$ cat config.mk
export PLATFORM = sky130hd
export DESIGN_NAME = block_rotate_blit_clipper_top
export DESIGN_NICKNAME = d
export VERILOG_FILES = /design/src/sv/brbc_pkg.sv /design/src/sv/brbc_front.sv /design/src/sv/brbc_job_queue.sv /design/src/sv/brbc_back.sv /design/src/sv/block_rotate_blit_clipper_top.sv
export SDC_FILE = /design/constraint.sdc
export NUM_CORES = 1
export LEC_CHECK = 0
export ABC_AREA = 1
export BUFFER_PORTS_ARGS = -buffer_cell sky130_fd_sc_hd__buf_4
export CORE_AREA = 2 2 186 188
export CTS_CLUSTER_SIZE = 24
export DETAILED_ROUTE_END_ITERATION = 8
export DIE_AREA = 0 0 188 190
export HOLD_SLACK_MARGIN = 0.06
export PLACE_DENSITY = 0.76
export SETUP_SLACK_MARGIN = 0.3
export SLEW_MARGIN = 5
export SYNTH_ARGS = -nofsm -noshare
export SYNTH_HDL_FRONTEND = slang
export SYNTH_HIERARCHICAL = 1
export SYNTH_SLANG_ARGS = --single-unit
$ cat constraint.sdc
create_clock -name clk -period 12.02 [get_ports clk]
set_input_delay 0.601 -clock clk [delete_from_list [all_inputs] [get_ports clk]]
set_output_delay 0.601 -clock clk [all_outputs]
set_load 0.02 [all_outputs]
$ cat src/sv/brbc_pkg.sv
// Shared types and constants for the block rotate blit clipper.
// No dependencies; every other file imports this package.
package brbc_pkg;

  // Grid geometry
  localparam int BLOCK_SIZE    = 32;
  localparam int BLOCKS_X      = 6;
  localparam int BLOCKS_Y      = 7;
  localparam int CAMERA_OFFSET = 32;
  localparam int X_FIRST = -(((CAMERA_OFFSET + BLOCK_SIZE - 1) / BLOCK_SIZE) + 2);
  localparam int Y_FIRST = -(((CAMERA_OFFSET + BLOCK_SIZE - 1) / BLOCK_SIZE) + 2);

  // Sequencer counter widths, wide enough to hold the count itself
  localparam int COL_W = $clog2(BLOCKS_X + 1);
  localparam int ROW_W = $clog2(BLOCKS_Y + 1);

  // Signed working width for coordinates before clipping
  localparam int COORD_W = 12;
  typedef logic signed [COORD_W-1:0] coord_t;

  localparam int SHIFT_W = 5;
  localparam int COUNT_W = 8;
  localparam int POS_W   = 8;
  localparam int SIZE_W  = 6;

  // Frame job queue between front and back
  localparam int JOB_DEPTH = 2;
  localparam int JOB_PTR_W = (JOB_DEPTH > 1) ? $clog2(JOB_DEPTH) : 1;
  localparam int JOB_CNT_W = $clog2(JOB_DEPTH + 1);

  // Configuration port
  localparam int CFG_IDX_W  = 3;
  localparam int CFG_DATA_W = 8;
  localparam logic [CFG_IDX_W-1:0] REG_ENABLED     = 3'd0;
  localparam logic [CFG_IDX_W-1:0] REG_CENTER_X    = 3'd1;
  localparam logic [CFG_IDX_W-1:0] REG_CENTER_Y    = 3'd2;
  localparam logic [CFG_IDX_W-1:0] REG_AREA_WIDTH  = 3'd3;
  localparam logic [CFG_IDX_W-1:0] REG_AREA_HEIGHT = 3'd4;

  localparam logic [POS_W-1:0] CENTER_X_RST    = 8'd64;
  localparam logic [POS_W-1:0] CENTER_Y_RST    = 8'd48;
  localparam logic [POS_W-1:0] AREA_WIDTH_RST  = 8'd144;
  localparam logic [POS_W-1:0] AREA_HEIGHT_RST = 8'd97;

  typedef struct packed {
    logic             enabled;
    logic [POS_W-1:0] center_x;
    logic [POS_W-1:0] center_y;
    logic [POS_W-1:0] area_width;
    logic [POS_W-1:0] area_height;
  } cfg_t;

  // One frame of work: pixel shift and the buffer to read from
  typedef struct packed {
    logic [SHIFT_W-1:0] shift;
    logic               src_buffer;
  } frame_job_t;

  // One copy command
  typedef struct packed {
    logic [POS_W-1:0]  src_x;
    logic [POS_W-1:0]  src_y;
    logic [POS_W-1:0]  dst_x;
    logic [POS_W-1:0]  dst_y;
    logic [SIZE_W-1:0] width;
    logic [SIZE_W-1:0] height;
    logic              src_buffer;
  } rect_t;

endpackage

$ cat src/sv/brbc_front.sv
// Front end: configuration registers, tick acceptance, frame counter and
// buffer select. Depends on brbc_pkg.
module brbc_front import brbc_pkg::*; (
  input  logic                  clk,
  input  logic                  rst,
  input  logic                  cfg_valid,
  output logic                  cfg_ready,
  input  logic [CFG_IDX_W-1:0]  cfg_index,
  input  logic [CFG_DATA_W-1:0] cfg_data,
  input  logic                  in_valid,
  output logic                  in_ready,
  input  logic                  restart,
  input  logic                  q_full,
  output logic                  q_push,
  output frame_job_t            q_job,
  output cfg_t                  cfg
);

  logic [COUNT_W-1:0] frame_count;
  logic               write_buffer;
  logic               accept;
  logic [COUNT_W-1:0] fc_base;
  logic [COUNT_W-1:0] fc_next;
  logic               wb_base;
  logic               cfg_we;

  assign cfg_ready = 1'b1;
  assign cfg_we    = cfg_valid & cfg_ready;

  // Register writes; unknown indexes are dropped
  always_ff @(posedge clk) begin
    if (rst) begin
      cfg.enabled     <= 1'b0;
      cfg.center_x    <= CENTER_X_RST;
      cfg.center_y    <= CENTER_Y_RST;
      cfg.area_width  <= AREA_WIDTH_RST;
      cfg.area_height <= AREA_HEIGHT_RST;
    end else if (cfg_we) begin
      unique case (cfg_index)
        REG_ENABLED:     cfg.enabled     <= cfg_data[0];
        REG_CENTER_X:    cfg.center_x    <= cfg_data[POS_W-1:0];
        REG_CENTER_Y:    cfg.center_y    <= cfg_data[POS_W-1:0];
        REG_AREA_WIDTH:  cfg.area_width  <= cfg_data[POS_W-1:0];
        REG_AREA_HEIGHT: cfg.area_height <= cfg_data[POS_W-1:0];
        default: ;
      endcase
    end
  end

  // Tick request handling
  assign in_ready = ~q_full;
  assign accept   = in_valid & in_ready;
  assign fc_base  = restart ? '0 : frame_count;
  assign wb_base  = restart ? 1'b0 : write_buffer;
  assign fc_next  = fc_base + COUNT_W'(1);
  assign q_push   = accept & cfg.enabled;

  // Shift is the bit reversal of the new count's low bits
  always_comb begin
    for (int i = 0; i < SHIFT_W; i++) begin
      q_job.shift[i] = fc_next[SHIFT_W-1-i];
    end
    q_job.src_buffer = ~wb_base;
  end

  always_ff @(posedge clk) begin
    if (rst) begin
      frame_count  <= '0;
      write_buffer <= 1'b0;
    end else if (accept) begin
      frame_count  <= cfg.enabled ? fc_next : fc_base;
      write_buffer <= cfg.enabled ? ~wb_base : wb_base;
    end
  end

endmodule

$ cat src/sv/brbc_job_queue.sv
// Short queue of frame jobs between front and back end.
// Depends on brbc_pkg.
module brbc_job_queue import brbc_pkg::*; (
  input  logic       clk,
  input  logic       rst,
  input  logic       push,
  input  frame_job_t push_job,
  input  logic       pop,
  output logic       full,
  output logic       head_valid,
  output frame_job_t head
);

  frame_job_t           slots [JOB_DEPTH];
  logic [JOB_PTR_W-1:0] wr_ptr;
  logic [JOB_PTR_W-1:0] rd_ptr;
  logic [JOB_CNT_W-1:0] count;
  logic                 do_push;
  logic                 do_pop;

  assign full       = (count == JOB_CNT_W'(JOB_DEPTH));
  assign head_valid = (count != '0);
  assign head       = slots[rd_ptr];
  assign do_push    = push & ~full;
  assign do_pop     = pop & head_valid;

  function automatic logic [JOB_PTR_W-1:0] bump(logic [JOB_PTR_W-1:0] p);
    return (p == JOB_PTR_W'(JOB_DEPTH - 1)) ? '0 : p + JOB_PTR_W'(1);
  endfunction

  always_ff @(posedge clk) begin
    if (do_push) begin
      slots[wr_ptr] <= push_job;
    end
  end

  always_ff @(posedge clk) begin
    if (rst) begin
      wr_ptr <= '0;
      rd_ptr <= '0;
      count  <= '0;
    end else begin
      if (do_push) wr_ptr <= bump(wr_ptr);
      if (do_pop)  rd_ptr <= bump(rd_ptr);
      if (do_push && !do_pop)      count <= count + JOB_CNT_W'(1);
      else if (do_pop && !do_push) count <= count - JOB_CNT_W'(1);
    end
  end

endmodule

$ cat src/sv/brbc_back.sv
// Back end: walks the block grid per frame job, clips each rectangle and
// emits copy commands with the final one flagged. Depends on brbc_pkg.
module brbc_back import brbc_pkg::*; (
  input  logic       clk,
  input  logic       rst,
  input  cfg_t       cfg,
  input  logic       q_valid,
  input  frame_job_t q_job,
  output logic       q_pop,
  output logic       out_valid,
  input  logic       out_ready,
  output rect_t      out_rect,
  output logic       out_last
);

  typedef struct packed {
    coord_t d;
    coord_t s;
    coord_t len;
  } axis_t;

  // Clip one axis: destination low, source low, source high, destination high
  function automatic axis_t clip_axis(coord_t d_in, coord_t s_in, coord_t lim);
    coord_t d;
    coord_t s;
    coord_t n;
    axis_t  r;
    d = d_in;
    s = s_in;
    n = coord_t'(BLOCK_SIZE);
    if (d < 0) begin
      s = s - d;
      n = n + d;
      d = '0;
    end
    if (s < 0) begin
      d = d - s;
      n = n + s;
      s = '0;
    end
    if (s + n > lim) n = lim - s;
    if (d + n > lim) n = lim - d;
    r.d   = d;
    r.s   = s;
    r.len = n;
    return r;
  endfunction

  // Sequencer state
  logic               busy;
  logic [COL_W-1:0]   col;
  logic [ROW_W-1:0]   row;
  logic [SHIFT_W-1:0] shift;
  logic               src_buffer;
  logic               at_end;
  logic               seq_step;

  // Geometry stage
  logic   s1_valid;
  logic   s1_eof;
  logic   s1_buf;
  coord_t s1_dx, s1_dy, s1_sx, s1_sy;
  coord_t bx, by, gx, gy, gsx, gsy;

  // Clip, pending and output
  axis_t  hx, vy;
  logic   survive;
  rect_t  new_rect;
  rect_t  pend;
  logic   pend_valid;
  logic   pend_final;
  logic   out_free;
  logic   flush;
  logic   s1_take;
  logic   s1_load_ok;

  assign out_free   = ~out_valid | out_ready;
  assign flush      = pend_valid & pend_final;
  assign s1_take    = s1_valid & out_free & ~flush;
  assign s1_load_ok = ~s1_valid | s1_take;
  assign seq_step   = busy & s1_load_ok;
  assign q_pop      = ~busy & q_valid;
  assign at_end     = (col == COL_W'(BLOCKS_X - 1)) && (row == ROW_W'(BLOCKS_Y - 1));

  // Block position from the grid counters
  always_comb begin
    bx  = coord_t'(X_FIRST) + $signed({{(COORD_W-COL_W){1'b0}}, col});
    by  = coord_t'(Y_FIRST) + $signed({{(COORD_W-ROW_W){1'b0}}, row});
    gx  = $signed({{(COORD_W-POS_W){1'b0}}, cfg.center_x}) + bx * coord_t'(BLOCK_SIZE)
          + $signed({{(COORD_W-SHIFT_W){1'b0}}, shift});
    gy  = $signed({{(COORD_W-POS_W){1'b0}}, cfg.center_y}) + by * coord_t'(BLOCK_SIZE)
          + $signed({{(COORD_W-SHIFT_W){1'b0}}, shift});
    gsx = gx - (by + coord_t'(1)) - (bx + coord_t'(1));
    gsy = gy - (by + coord_t'(1)) + (bx + coord_t'(1));
  end

  // Grid walk, one block per step
  always_ff @(posedge clk) begin
    if (rst) begin
      busy <= 1'b0;
      col  <= '0;
      row  <= '0;
    end else if (q_pop) begin
      busy <= 1'b1;
      col  <= '0;
      row  <= '0;
    end else if (seq_step) begin
      if (at_end) begin
        busy <= 1'b0;
      end else if (col == COL_W'(BLOCKS_X - 1)) begin
        col <= '0;
        row <= row + ROW_W'(1);
      end else begin
        col <= col + COL_W'(1);
      end
    end
  end

  always_ff @(posedge clk) begin
    if (q_pop) begin
      shift      <= q_job.shift;
      src_buffer <= q_job.src_buffer;
    end
  end

  // Geometry register
  always_ff @(posedge clk) begin
    if (rst) begin
      s1_valid <= 1'b0;
    end else if (seq_step) begin
      s1_valid <= 1'b1;
    end else if (s1_take) begin
      s1_valid <= 1'b0;
    end
  end

  always_ff @(posedge clk) begin
    if (seq_step) begin
      s1_dx  <= gx;
      s1_dy  <= gy;
      s1_sx  <= gsx;
      s1_sy  <= gsy;
      s1_eof <= at_end;
      s1_buf <= src_buffer;
    end
  end

  // Clipping against the area
  always_comb begin
    hx = clip_axis(s1_dx, s1_sx, $signed({{(COORD_W-POS_W){1'b0}}, cfg.area_width}));
    vy = clip_axis(s1_dy, s1_sy, $signed({{(COORD_W-POS_W){1'b0}}, cfg.area_height}));
    survive             = (hx.len > 0) && (vy.len > 0);
    new_rect.src_x      = hx.s[POS_W-1:0];
    new_rect.src_y      = vy.s[POS_W-1:0];
    new_rect.dst_x      = hx.d[POS_W-1:0];
    new_rect.dst_y      = vy.d[POS_W-1:0];
    new_rect.width      = hx.len[SIZE_W-1:0];
    new_rect.height     = vy.len[SIZE_W-1:0];
    new_rect.src_buffer = s1_buf;
  end

  // Hold one survivor back so the frame's final command can be flagged
  always_ff @(posedge clk) begin
    if (rst) begin
      pend_valid <= 1'b0;
      pend_final <= 1'b0;
      out_valid  <= 1'b0;
    end else begin
      if (out_valid && out_ready) out_valid <= 1'b0;
      if (flush && out_free) begin
        out_rect   <= pend;
        out_last   <= 1'b1;
        out_valid  <= 1'b1;
        pend_valid <= 1'b0;
        pend_final <= 1'b0;
      end else if (s1_take) begin
        if (survive) begin
          if (pend_valid) begin
            out_rect  <= pend;
            out_last  <= 1'b0;
            out_valid <= 1'b1;
          end
          pend       <= new_rect;
          pend_valid <= 1'b1;
          pend_final <= s1_eof;
        end else if (pend_valid && s1_eof) begin
          out_rect   <= pend;
          out_last   <= 1'b1;
          out_valid  <= 1'b1;
          pend_valid <= 1'b0;
        end
      end
    end
  end

endmodule

$ cat src/sv/block_rotate_blit_clipper_top.sv
// Top level of the block rotate blit clipper.
// Depends on brbc_pkg, brbc_front, brbc_job_queue and brbc_back.
//
// Usage:
//   Configuration: cfg_valid/cfg_ready with cfg_index and cfg_data; writes
//   are always taken (cfg_ready is tied high) and should be made while idle.
//   Tick channel: one request per frame on in_valid/in_ready with restart.
//   A tick with restart clears the frame counter and buffer select first.
//   While enabled, each tick queues one frame job; the job queue holds two,
//   so in_ready drops only when two frames are already waiting.
//   Result channel: out_valid/out_ready carries one copy command per
//   surviving block, last set on the frame's final command.
//   Path: a taken tick passes the job queue, grid walk, geometry register
//   and held survivor before its first command is valid; each survivor
//   waits for the next one or the end of the walk, so sparse frames show
//   their first command later. Throughput: one grid block per cycle, set by
//   the back end's walk unless the output stalls; jobs do not overlap.
//   A stalled receiver holds the output register; the back end stops and
//   ticks still collect in the queue. Reset restores the register defaults,
//   clears counters and queue; there is no clearing pass.
module block_rotate_blit_clipper_top import brbc_pkg::*; (
  input  logic                  clk,
  input  logic                  rst,
  input  logic                  cfg_valid,
  output logic                  cfg_ready,
  input  logic [CFG_IDX_W-1:0]  cfg_index,
  input  logic [CFG_DATA_W-1:0] cfg_data,
  input  logic                  in_valid,
  output logic                  in_ready,
  input  logic                  restart,
  output logic                  out_valid,
  input  logic                  out_ready,
  output logic [POS_W-1:0]      src_x,
  output logic [POS_W-1:0]      src_y,
  output logic [POS_W-1:0]      dst_x,
  output logic [POS_W-1:0]      dst_y,
  output logic [SIZE_W-1:0]     width,
  output logic [SIZE_W-1:0]     height,
  output logic                  src_buffer,
  output logic                  last
);

  cfg_t       cfg;
  logic       q_full;
  logic       q_push;
  frame_job_t q_push_job;
  logic       q_pop;
  logic       q_valid;
  frame_job_t q_head;
  rect_t      out_rect;

  brbc_front u_front (
    .clk       (clk),
    .rst       (rst),
    .cfg_valid (cfg_valid),
    .cfg_ready (cfg_ready),
    .cfg_index (cfg_index),
    .cfg_data  (cfg_data),
    .in_valid  (in_valid),
    .in_ready  (in_ready),
    .restart   (restart),
    .q_full    (q_full),
    .q_push    (q_push),
    .q_job     (q_push_job),
    .cfg       (cfg)
  );

  brbc_job_queue u_queue (
    .clk        (clk),
    .rst        (rst),
    .push       (q_push),
    .push_job   (q_push_job),
    .pop        (q_pop),
    .full       (q_full),
    .head_valid (q_valid),
    .head       (q_head)
  );

  brbc_back u_back (
    .clk       (clk),
    .rst       (rst),
    .cfg       (cfg),
    .q_valid   (q_valid),
    .q_job     (q_head),
    .q_pop     (q_pop),
    .out_valid (out_valid),
    .out_ready (out_ready),
    .out_rect  (out_rect),
    .out_last  (last)
  );

  assign src_x      = out_rect.src_x;
  assign src_y      = out_rect.src_y;
  assign dst_x      = out_rect.dst_x;
  assign dst_y      = out_rect.dst_y;
  assign width      = out_rect.width;
  assign height     = out_rect.height;
  assign src_buffer = out_rect.src_buffer;

endmodule

==> results.md, run 1 <==
* Flops & latches, synth at 214
* Port Buffers at 64
* Leak at 10.34 nW
* Crit-path slowest cell: a21boi_0
* Synthesized area per cell at 7.709 sq um
* I/O pins at 66
* Slowest stage delay, CP at 0.55 ns
* Fin crit period at 10.55 ns
* Main synth FF type: edfxtp_1
* Crit-path most repeated cell: nand2_1
* Final wirelength at 46660 um
* Post-cts resize count at 0
* Share of layout cells above drive strength 1 at 8.588%
* Tcrit/Tclk final at 87.74%
* Synth Net Count at 2777
* Postcts setup bufs at 0
* GRT Resource Usage Total at 25.91%
* GR Overflow Total at 0
* Worst VDD drop at 0.0001329 V
* Die X at 188 um
* RSZ-0062 raised after global routing: false
* Area grow syn2layout at 8.975%
* Largest area contributor in the netlist: edfxtp_1
* Final setup fails at 0
* H-tree level count at 1
* Yosys warning count at 6
* Hold Buf Count CTS at 0
* Post-route cell area at 21030 sq um
* Critical Path RT at 12.21 ns
* Clock slew at reported path FFs at 0.07 ns
* Post-DR vias/cell at 5.429
* Vias in the first global route at 15.72k
* Routed vias at 16.50k
* Die ar. at 35720 sq um
* Commonest non-fill, non-tap cell in the layout: nand2_1
* CTS tree: done
* Setup TNS at 0 ns
* Final core occ at 61.94%
* Rel. slew slack at 30.34%
* Pins Over Slew Limit at 0
* Post-synthesis sequential area ratio at 30.45%
* Fmax at 94.82 MHz
* Post-synth top area share at 24.75%
* Max clock buf depth at 3
* Setup CP Type: flip-flop to flip-flop
* Initial cell density of the core at 56.84%
* Crit start category: flip-flop
* Clk root buf: clkbuf_16
* Die H at 190 um
* Post-synth EDFFs at 159
* Max-cap viol count at 0
* DRC at 0
* Cells after Synth at 2503
* Distinct cell type count after synthesis at 54
* Core box area at 33950 sq um
* Top cells by area, synth: edfxtp_1 (25%), ha_1 (14%), nand2_1 (9.4%)
* CTS Sinks at 214
* Pwr Density at 181.4 nW/um^2
* Hold Slack at 0.3414 ns
* Async SR Flop Fraction at 0%
* Clk Latency, worst-skew pair at 0.53 ns
* Worst-margin pin slew at 1.043 ns
* ANT cells at 0
* # nets final at 2841
* Rows at 68
* Post-route ant nets at 0
* Placed Area at 20230 sq um
* Status: finished clean
* Critical Path AT at 10.74 ns
* Final hold viol count at 0
* Worst-path maximum fanout at 23
* Pin count of the biggest net entering global routing at 52
* TritonCTS Buffers at 24
* Dpl hpwl at 38940 um
* Pre-antenna DRT Iters at 7
* Most frequent cells in the layout: nand2_1 (481), inv_1 (456), ha_1 (219)
* Synth Cell Area at 19290 sq um
* Antenna violations before repair at 0
* Hold WC Path Type: input pin to flip-flop
* First-pass GRT wire length at 75200 um
* Fin Clk Skew at 0.02386 ns
* Critical path endpoint category: flip-flop
* DRT iter0 DRCs at 1111
* Final GP Congestion at 0.9594
* Routed len/inst at 15.35 um
[stage by stage]
stage               setup WS [ns]  total power [mW]  cells
finish                      1.474             3.814   3040
CTS                         1.423             3.815   3039
detailed placement          1.462             3.094   2995
floorplan                   1.035             2.643   2503
global placement            1.711             3.047   2995
global route               0.4211             4.164   3040
[path summary, 6_finish.rpt]
check | startpoint | end | slack (ns) | cells after the start
min reg2reg | u_back/pend[12] | u_back/out_rect[12] | 0.41 | 0
min | cfg_data[0] | u_front/cfg[0] | 0.34 | 3
max | u_back/s1_sx[0] | u_back/out_rect[26] | 1.47 | 60
max reg2reg | u_back/s1_sx[0] | u_back/out_rect[26] | 1.47 | 60
[synthesized netlist by cell type, types with 3 or more instances]
library cell	instances
a211oi_1	11
a21boi_0	7
a21boi_1	3
a21o_1	6
a21oi_1	179
a31oi_1	11
and2_1	3
buf_2	7
buf_4	4
clkbuf_1	17
dfxtp_1	55
edfxtp_1	159
fa_1	38
ha_1	219
inv_1	455
inv_2	11
mux2_2	6
nand2_1	481
nand2_2	25
nand2_4	6
nand3_1	122
nand3_2	22
nand3_4	7
nand3b_1	6
nand4_1	36
nor2_1	199
nor2_2	3
nor2_4	3
nor3_1	22
o211ai_1	11
o21a_1	4
o21ai_0	148
o21ai_1	10
o21ai_2	6
o21bai_1	20
o31ai_1	3
or2_2	16
xnor2_1	47
xor2_1	92
[per-layer routing]
metal  vias to the layer above  track usage, %  share of wire (%)
met2                       524           43.59                 46
met3                        92           3.597                7.0
met5                         -               0                  0
met4                         0           9.752                3.8
met1                      7562           34.01                 43
li1                       8326               -                  -
[logic make-up after synthesis]
group / share of synthesized area (%)
AO/OA/AOI/OAI: 12.19
XOR/XNOR: 6.310
adder cells (fa/ha/maj): 18.14
buffers and inverters: 9.980
flip-flops: 30.45
multiplexers: 0.3501
other: 0.01944
AND/OR/NAND/NOR: 22.55
[cell type report]
class | count | area (sq um)
clock buffers | 30 | 636.9
inverters | 470 | 1767
clock inverters | 14 | 143.9
multi-input cells | 1788 | 11520
flip-flops and latches | 214 | 5876
well taps | 455 | 569.3
repair buffers | 69 | 518.0
fillers | 2958 | 12920
[worst max-delay path: cells and delay by family (launching register included)]
family | cells | cell delay (ns)
AOI/OAI and AO/OA | 15 | 3.11
and+or+nand+nor | 27 | 2.78
adders and majority gates | 7 | 2.47
buffers and inverters | 9 | 1.13
DFF | 1 | 0.39
xor gates and xnor gates | 2 | 0.31
[report_power, final]
group / switching (mW) / internal, mW
clock network: 0.288 / 0.422
logic: 1.41 / 0.808
registers: 0.0170 / 0.872
total: 1.71 / 2.10
[flip-flops by register name, summed over array words and instances (netlist names), 2 cells and up, named ones only]
register and count:
u_back/col 3, u_back/out_rect 45, u_back/pend 45, u_back/row 3
u_back/s1_dx 12, u_back/s1_dy 12, u_back/s1_sx 12, u_back/s1_sy 12
u_back/shift 5, u_front/cfg 33, u_front/frame_count 5, u_queue/count 2
u_queue/slots 12
No activity file was read; power rests on OpenSTA's default activity.
==> inputs of run 2 (changes only) <==
--- a/config.mk
+++ b/config.mk
@@ -5,14 +5,13 @@
 export SDC_FILE = /design/constraint.sdc
 export NUM_CORES = 1
 export LEC_CHECK = 0
-export ABC_AREA = 1
 export BUFFER_PORTS_ARGS = -buffer_cell sky130_fd_sc_hd__buf_4
-export CORE_AREA = 2 2 186 188
+export CORE_AREA = 2 2 185 187
 export CTS_CLUSTER_SIZE = 24
 export DETAILED_ROUTE_END_ITERATION = 8
-export DIE_AREA = 0 0 188 190
+export DIE_AREA = 0 0 187 189
 export HOLD_SLACK_MARGIN = 0.06
-export PLACE_DENSITY = 0.76
+export PLACE_DENSITY = 0.77
 export SETUP_SLACK_MARGIN = 0.3
 export SLEW_MARGIN = 5
 export SYNTH_ARGS = -nofsm -noshare
==> run 2 against run 1 <==
Compared with the run above: critical path depth decreased by 16; largest cell class unchanged; critical endpoint is now u_back/pend[44]; routed wire length grew 3.1%; global-route usage up 0.83 points; combinational power shrank 58%.
==> results.md, run 2 <==
* Logic pwr share at 37.9% (-20 points)
* Placed Cells at 2598 (-13%)
* Flop pwr share at 33.6% (+10 points)
* Post-synthesis sequential area ratio at 30.60% (+0.15 points)
* Main synth FF type: edfxtp_1
* Post-route cell area at 21020 sq um (about the same)
* CTS tree: done
* CTS Sinks at 214 (unchanged)
* Cells after Synth at 2123 (-15%)
* Distinct cell type count after synthesis at 94 (+74%)
* DRC at 0 (unchanged)
* Vias in the first global route at 15.29k (-2.8%)
* Final hold viol count at 0 (unchanged)
* Critical path endpoint category: flip-flop
* Rel. slew slack at 33.55% (+3.2 points)
* Synthesized area per cell at 9.045 sq um (+17%)
* TritonCTS Buffers at 24 (unchanged)
* Die X at 187 um (-0.53%)
* Critical Path AT at 11.27 ns (+0.53 ns)
* Worst-margin pin slew at 0.9838 ns (-0.05947 ns)
* Post-synth top area share at 24.86% (+0.12 points)
* Top-count cell post-synth: ha_1
* DRT iter0 DRCs at 1277 (+15%)
* I/O pins at 66 (unchanged)
* Share of layout cells above drive strength 1 at 9.236% (+0.65 points)
* Non-Filler Instances at 2646 (-13%)
* Most frequent cells after synthesis: ha_1 (219), inv_1 (214), nor2_1 (185), a21oi_1 (174), edfxtp_1 (159)
* GRT Resource Usage Total at 26.74% (+0.83 points)
* Pin count of the biggest net entering global routing at 56 (+7.7%)
* Critical Path RT at 12.24 ns (+0.03 ns)
* Fin Clk Skew at 0.02952 ns (+0.005651 ns)
* Top cells by area, synth: edfxtp_1 (25%), ha_1 (14%), dfxtp_1 (5.7%)
* Status: finished clean
* Synth Cell Area at 19200 sq um (-0.48%)
* Sum of buffers and inverters on the critical path at 2 (-7)
* Final setup fails at 0 (unchanged)
* Crit. Startpoint: u_back/s1_dy[0]
* Max clock buf depth at 3 (unchanged)
* Leak at 9.097 nW (-12%)
* Crit start category: flip-flop
* Async SR Flop Fraction at 0% (unchanged)
* Overall power at 2.452 mW (-36%)
* GR Overflow Total at 0 (unchanged)
* Crit-path slowest cell: a2111oi_1
* Clock slew at reported path FFs at 0.06 ns (about the same)
* ANT cells at 0 (unchanged)
* Post-synth EDFFs at 159 (unchanged)
* Setup CP Type: flip-flop to flip-flop
* Reg2Reg Depth at 44 (-27%)
* Pre-antenna DRT Iters at 5 (-2)
* H-tree level count at 1 (unchanged)
* Top Family by Delay on Critical Path: compound AO/OA/AOI/OAI gates
* Routed vias at 16.04k (-2.8%)
* Worst VDD drop at 0.0001011 V (-24%)
* Biggest registers after layout: u_back/out_rect (45), u_back/pend (45), u_front/cfg (33)
* Clock Power Share at 28.5% (+9.9 points)
* Flops & latches, synth at 214 (unchanged)
* Antenna violations before repair at 0 (unchanged)
* Fmax at 90.51 MHz (-4.5%)
* Rows at 67 (-1.5%)
* Worst hold path depth at 2 (-1)
* HP Start: cfg_data[6]
* Switch share at 33.90% (-11 points)
* Die ar. at 35340 sq um (-1.1%)
* Tcrit/Tclk final at 91.91% (+4.2 points)
* Clk root buf: clkbuf_16
* Placed Area at 20170 sq um (-0.30%)
* Routed len/inst at 18.17 um (+18%)
* Largest area contributor in the netlist: edfxtp_1
* Clk Latency, worst-skew pair at 0.54 ns (about the same)
* Pwr Density at 116.6 nW/um^2 (-36%)
* Post-route ant nets at 0 (unchanged)
* Final GP Congestion at 0.9828 (+2.4%)
* Worst path depth at 44 (-27%)
* Fin crit period at 11.05 ns (+0.5016 ns)
* Synth Net Count at 2397 (-14%)
* Final wirelength at 48080 um (+3.1%)
* Int Power at 1.621 mW (-23%)
* Core box area at 33280 sq um (-2.0%)
* Yosys warning count at 6 (unchanged)
* # nets final at 2456 (-14%)
* Slowest stage delay, CP at 0.55 ns (about the same)
* Port Buffers at 64 (unchanged)
* Commonest non-fill, non-tap cell in the layout: ha_1
* Setup TNS at 0 ns (unchanged)
* Pins Over Slew Limit at 0 (unchanged)
* Worst-path maximum fanout at 23 (unchanged)
* Dpl hpwl at 38890 um (-0.13%)
* Crit-path most repeated cell: a21oi_1
* RSZ-0062 raised after global routing: false
* Post-DR vias/cell at 6.063 (+12%)
* Area grow syn2layout at 9.468%
* First-pass GRT wire length at 77300 um (+2.8%)
* Die H at 189 um (-0.53%)
* Most frequent cells in the layout: ha_1 (219), inv_1 (214), nor2_1 (185)
* Switch Pwr at 831.1 uW (-51%)
* Worst r2r src: u_back/s1_dy[0]
* Hold WC Path Type: input pin to flip-flop
* Max-cap viol count at 0 (unchanged)
* Initial cell density of the core at 57.70% (+0.86 points)
-- run 2: cell count changes after synthesis, moves of 25 or more --
cell / before / now
nand2_1: 481 / 128
inv_1: 455 / 214
nand3_1: 122 / 27
xnor2_1: 47 / 100
a21o_1: 6 / 50
nor2b_1: 0 / 43
o21ai_0: 148 / 105
xor2_1: 92 / 51
nand2b_1: 0 / 36
mux2i_1: 0 / 33
o21a_1: 4 / 30
mux2_2: 6 / 31
nand2_2: 25 / 0
-- run 2: logic make-up after synthesis --
group           after synthesis  share of synthesized area (%)
simple gates                588                          15.33
compound gates              580                          19.81
buf+inv                     265                          5.324
fa+ha+maj                   257                          18.23
flops                       214                          30.60
xor+xnor                    153                          7.089
mux                          65                          3.597
other cells                   1                        0.01953
-- run 2: power groups by stage --
stage          Sequential [mW]  Combinational (mW)  Clock [mW]
2_1_floorplan            0.835               0.684           0
3_3_place_gp             0.840               0.865           0
3_5_place_dp             0.840               0.889           0
4_1_cts                  0.824               0.896       0.712
5_1_grt                  0.825                1.02       0.741
6_report                 0.825               0.928       0.699
-- run 2: layout make-up --
class / count / area (sq um)
fill: 2708 / 12260
sequential: 214 / 5876
timing repair buffer: 83 / 639.4
inverter: 214 / 803.3
tap: 448 / 560.5
clock inverter: 13 / 140.1
multi-input combinational: 1645 / 12380
clock buffer: 29 / 619.3
-- run 2: path summary, 6_finish.rpt --
path	to	slack (ns)
max	u_back/pend[44]	0.97
min	u_front/cfg[6]	0.35
max reg2reg	u_back/pend[44]	0.97
min reg2reg	u_back/out_rect[35]	0.41
-- run 2: timing repair --
| action | in CTS | in global routing |
|---|---|---|
| setup endpoints to repair | 0 | 94 |
| gates resized for setup | 0 | 12 |
| buffers inserted | 0 | 5 |
| hold buffers | 0 | 0 |
-- run 2: layer usage --
layer / wire length (um) / track usage, % / part of all wire (%) / up-vias
li1: - / - / - / 7767
met5: 0 / 0 / 0 / -
met3: 2856 / 2.558 / 5.9 / 96
met1: 22310 / 37.93 / 46 / 7626
met2: 21460 / 43.61 / 45 / 555
met4: 1460 / 7.753 / 3.0 / 0
-- run 2: worst reg2reg max path: cells and delay by family, from the launching register on --
kind,cells,cell delay (ns)
fa+ha+maj,8,2.83
compound gates,24,5.42
buf+inv,2,0.37
mux,1,0.18
simple gates,7,1.16
flops,1,0.45
xor+xnor,2,0.29
-- run 2: metrics by stage --
step           utilization [%]  setup slack (ns)  hold WS, ns
3_3_place_gp             60.62            0.6443       0.4017
5_1_grt                  63.16            0.3025       0.3445
6_report                 63.16            0.9721       0.3540
2_1_floorplan                -            0.3428       0.4003
3_5_place_dp             60.62            0.5257       0.4045
4_1_cts                  62.90            0.4627       0.3352
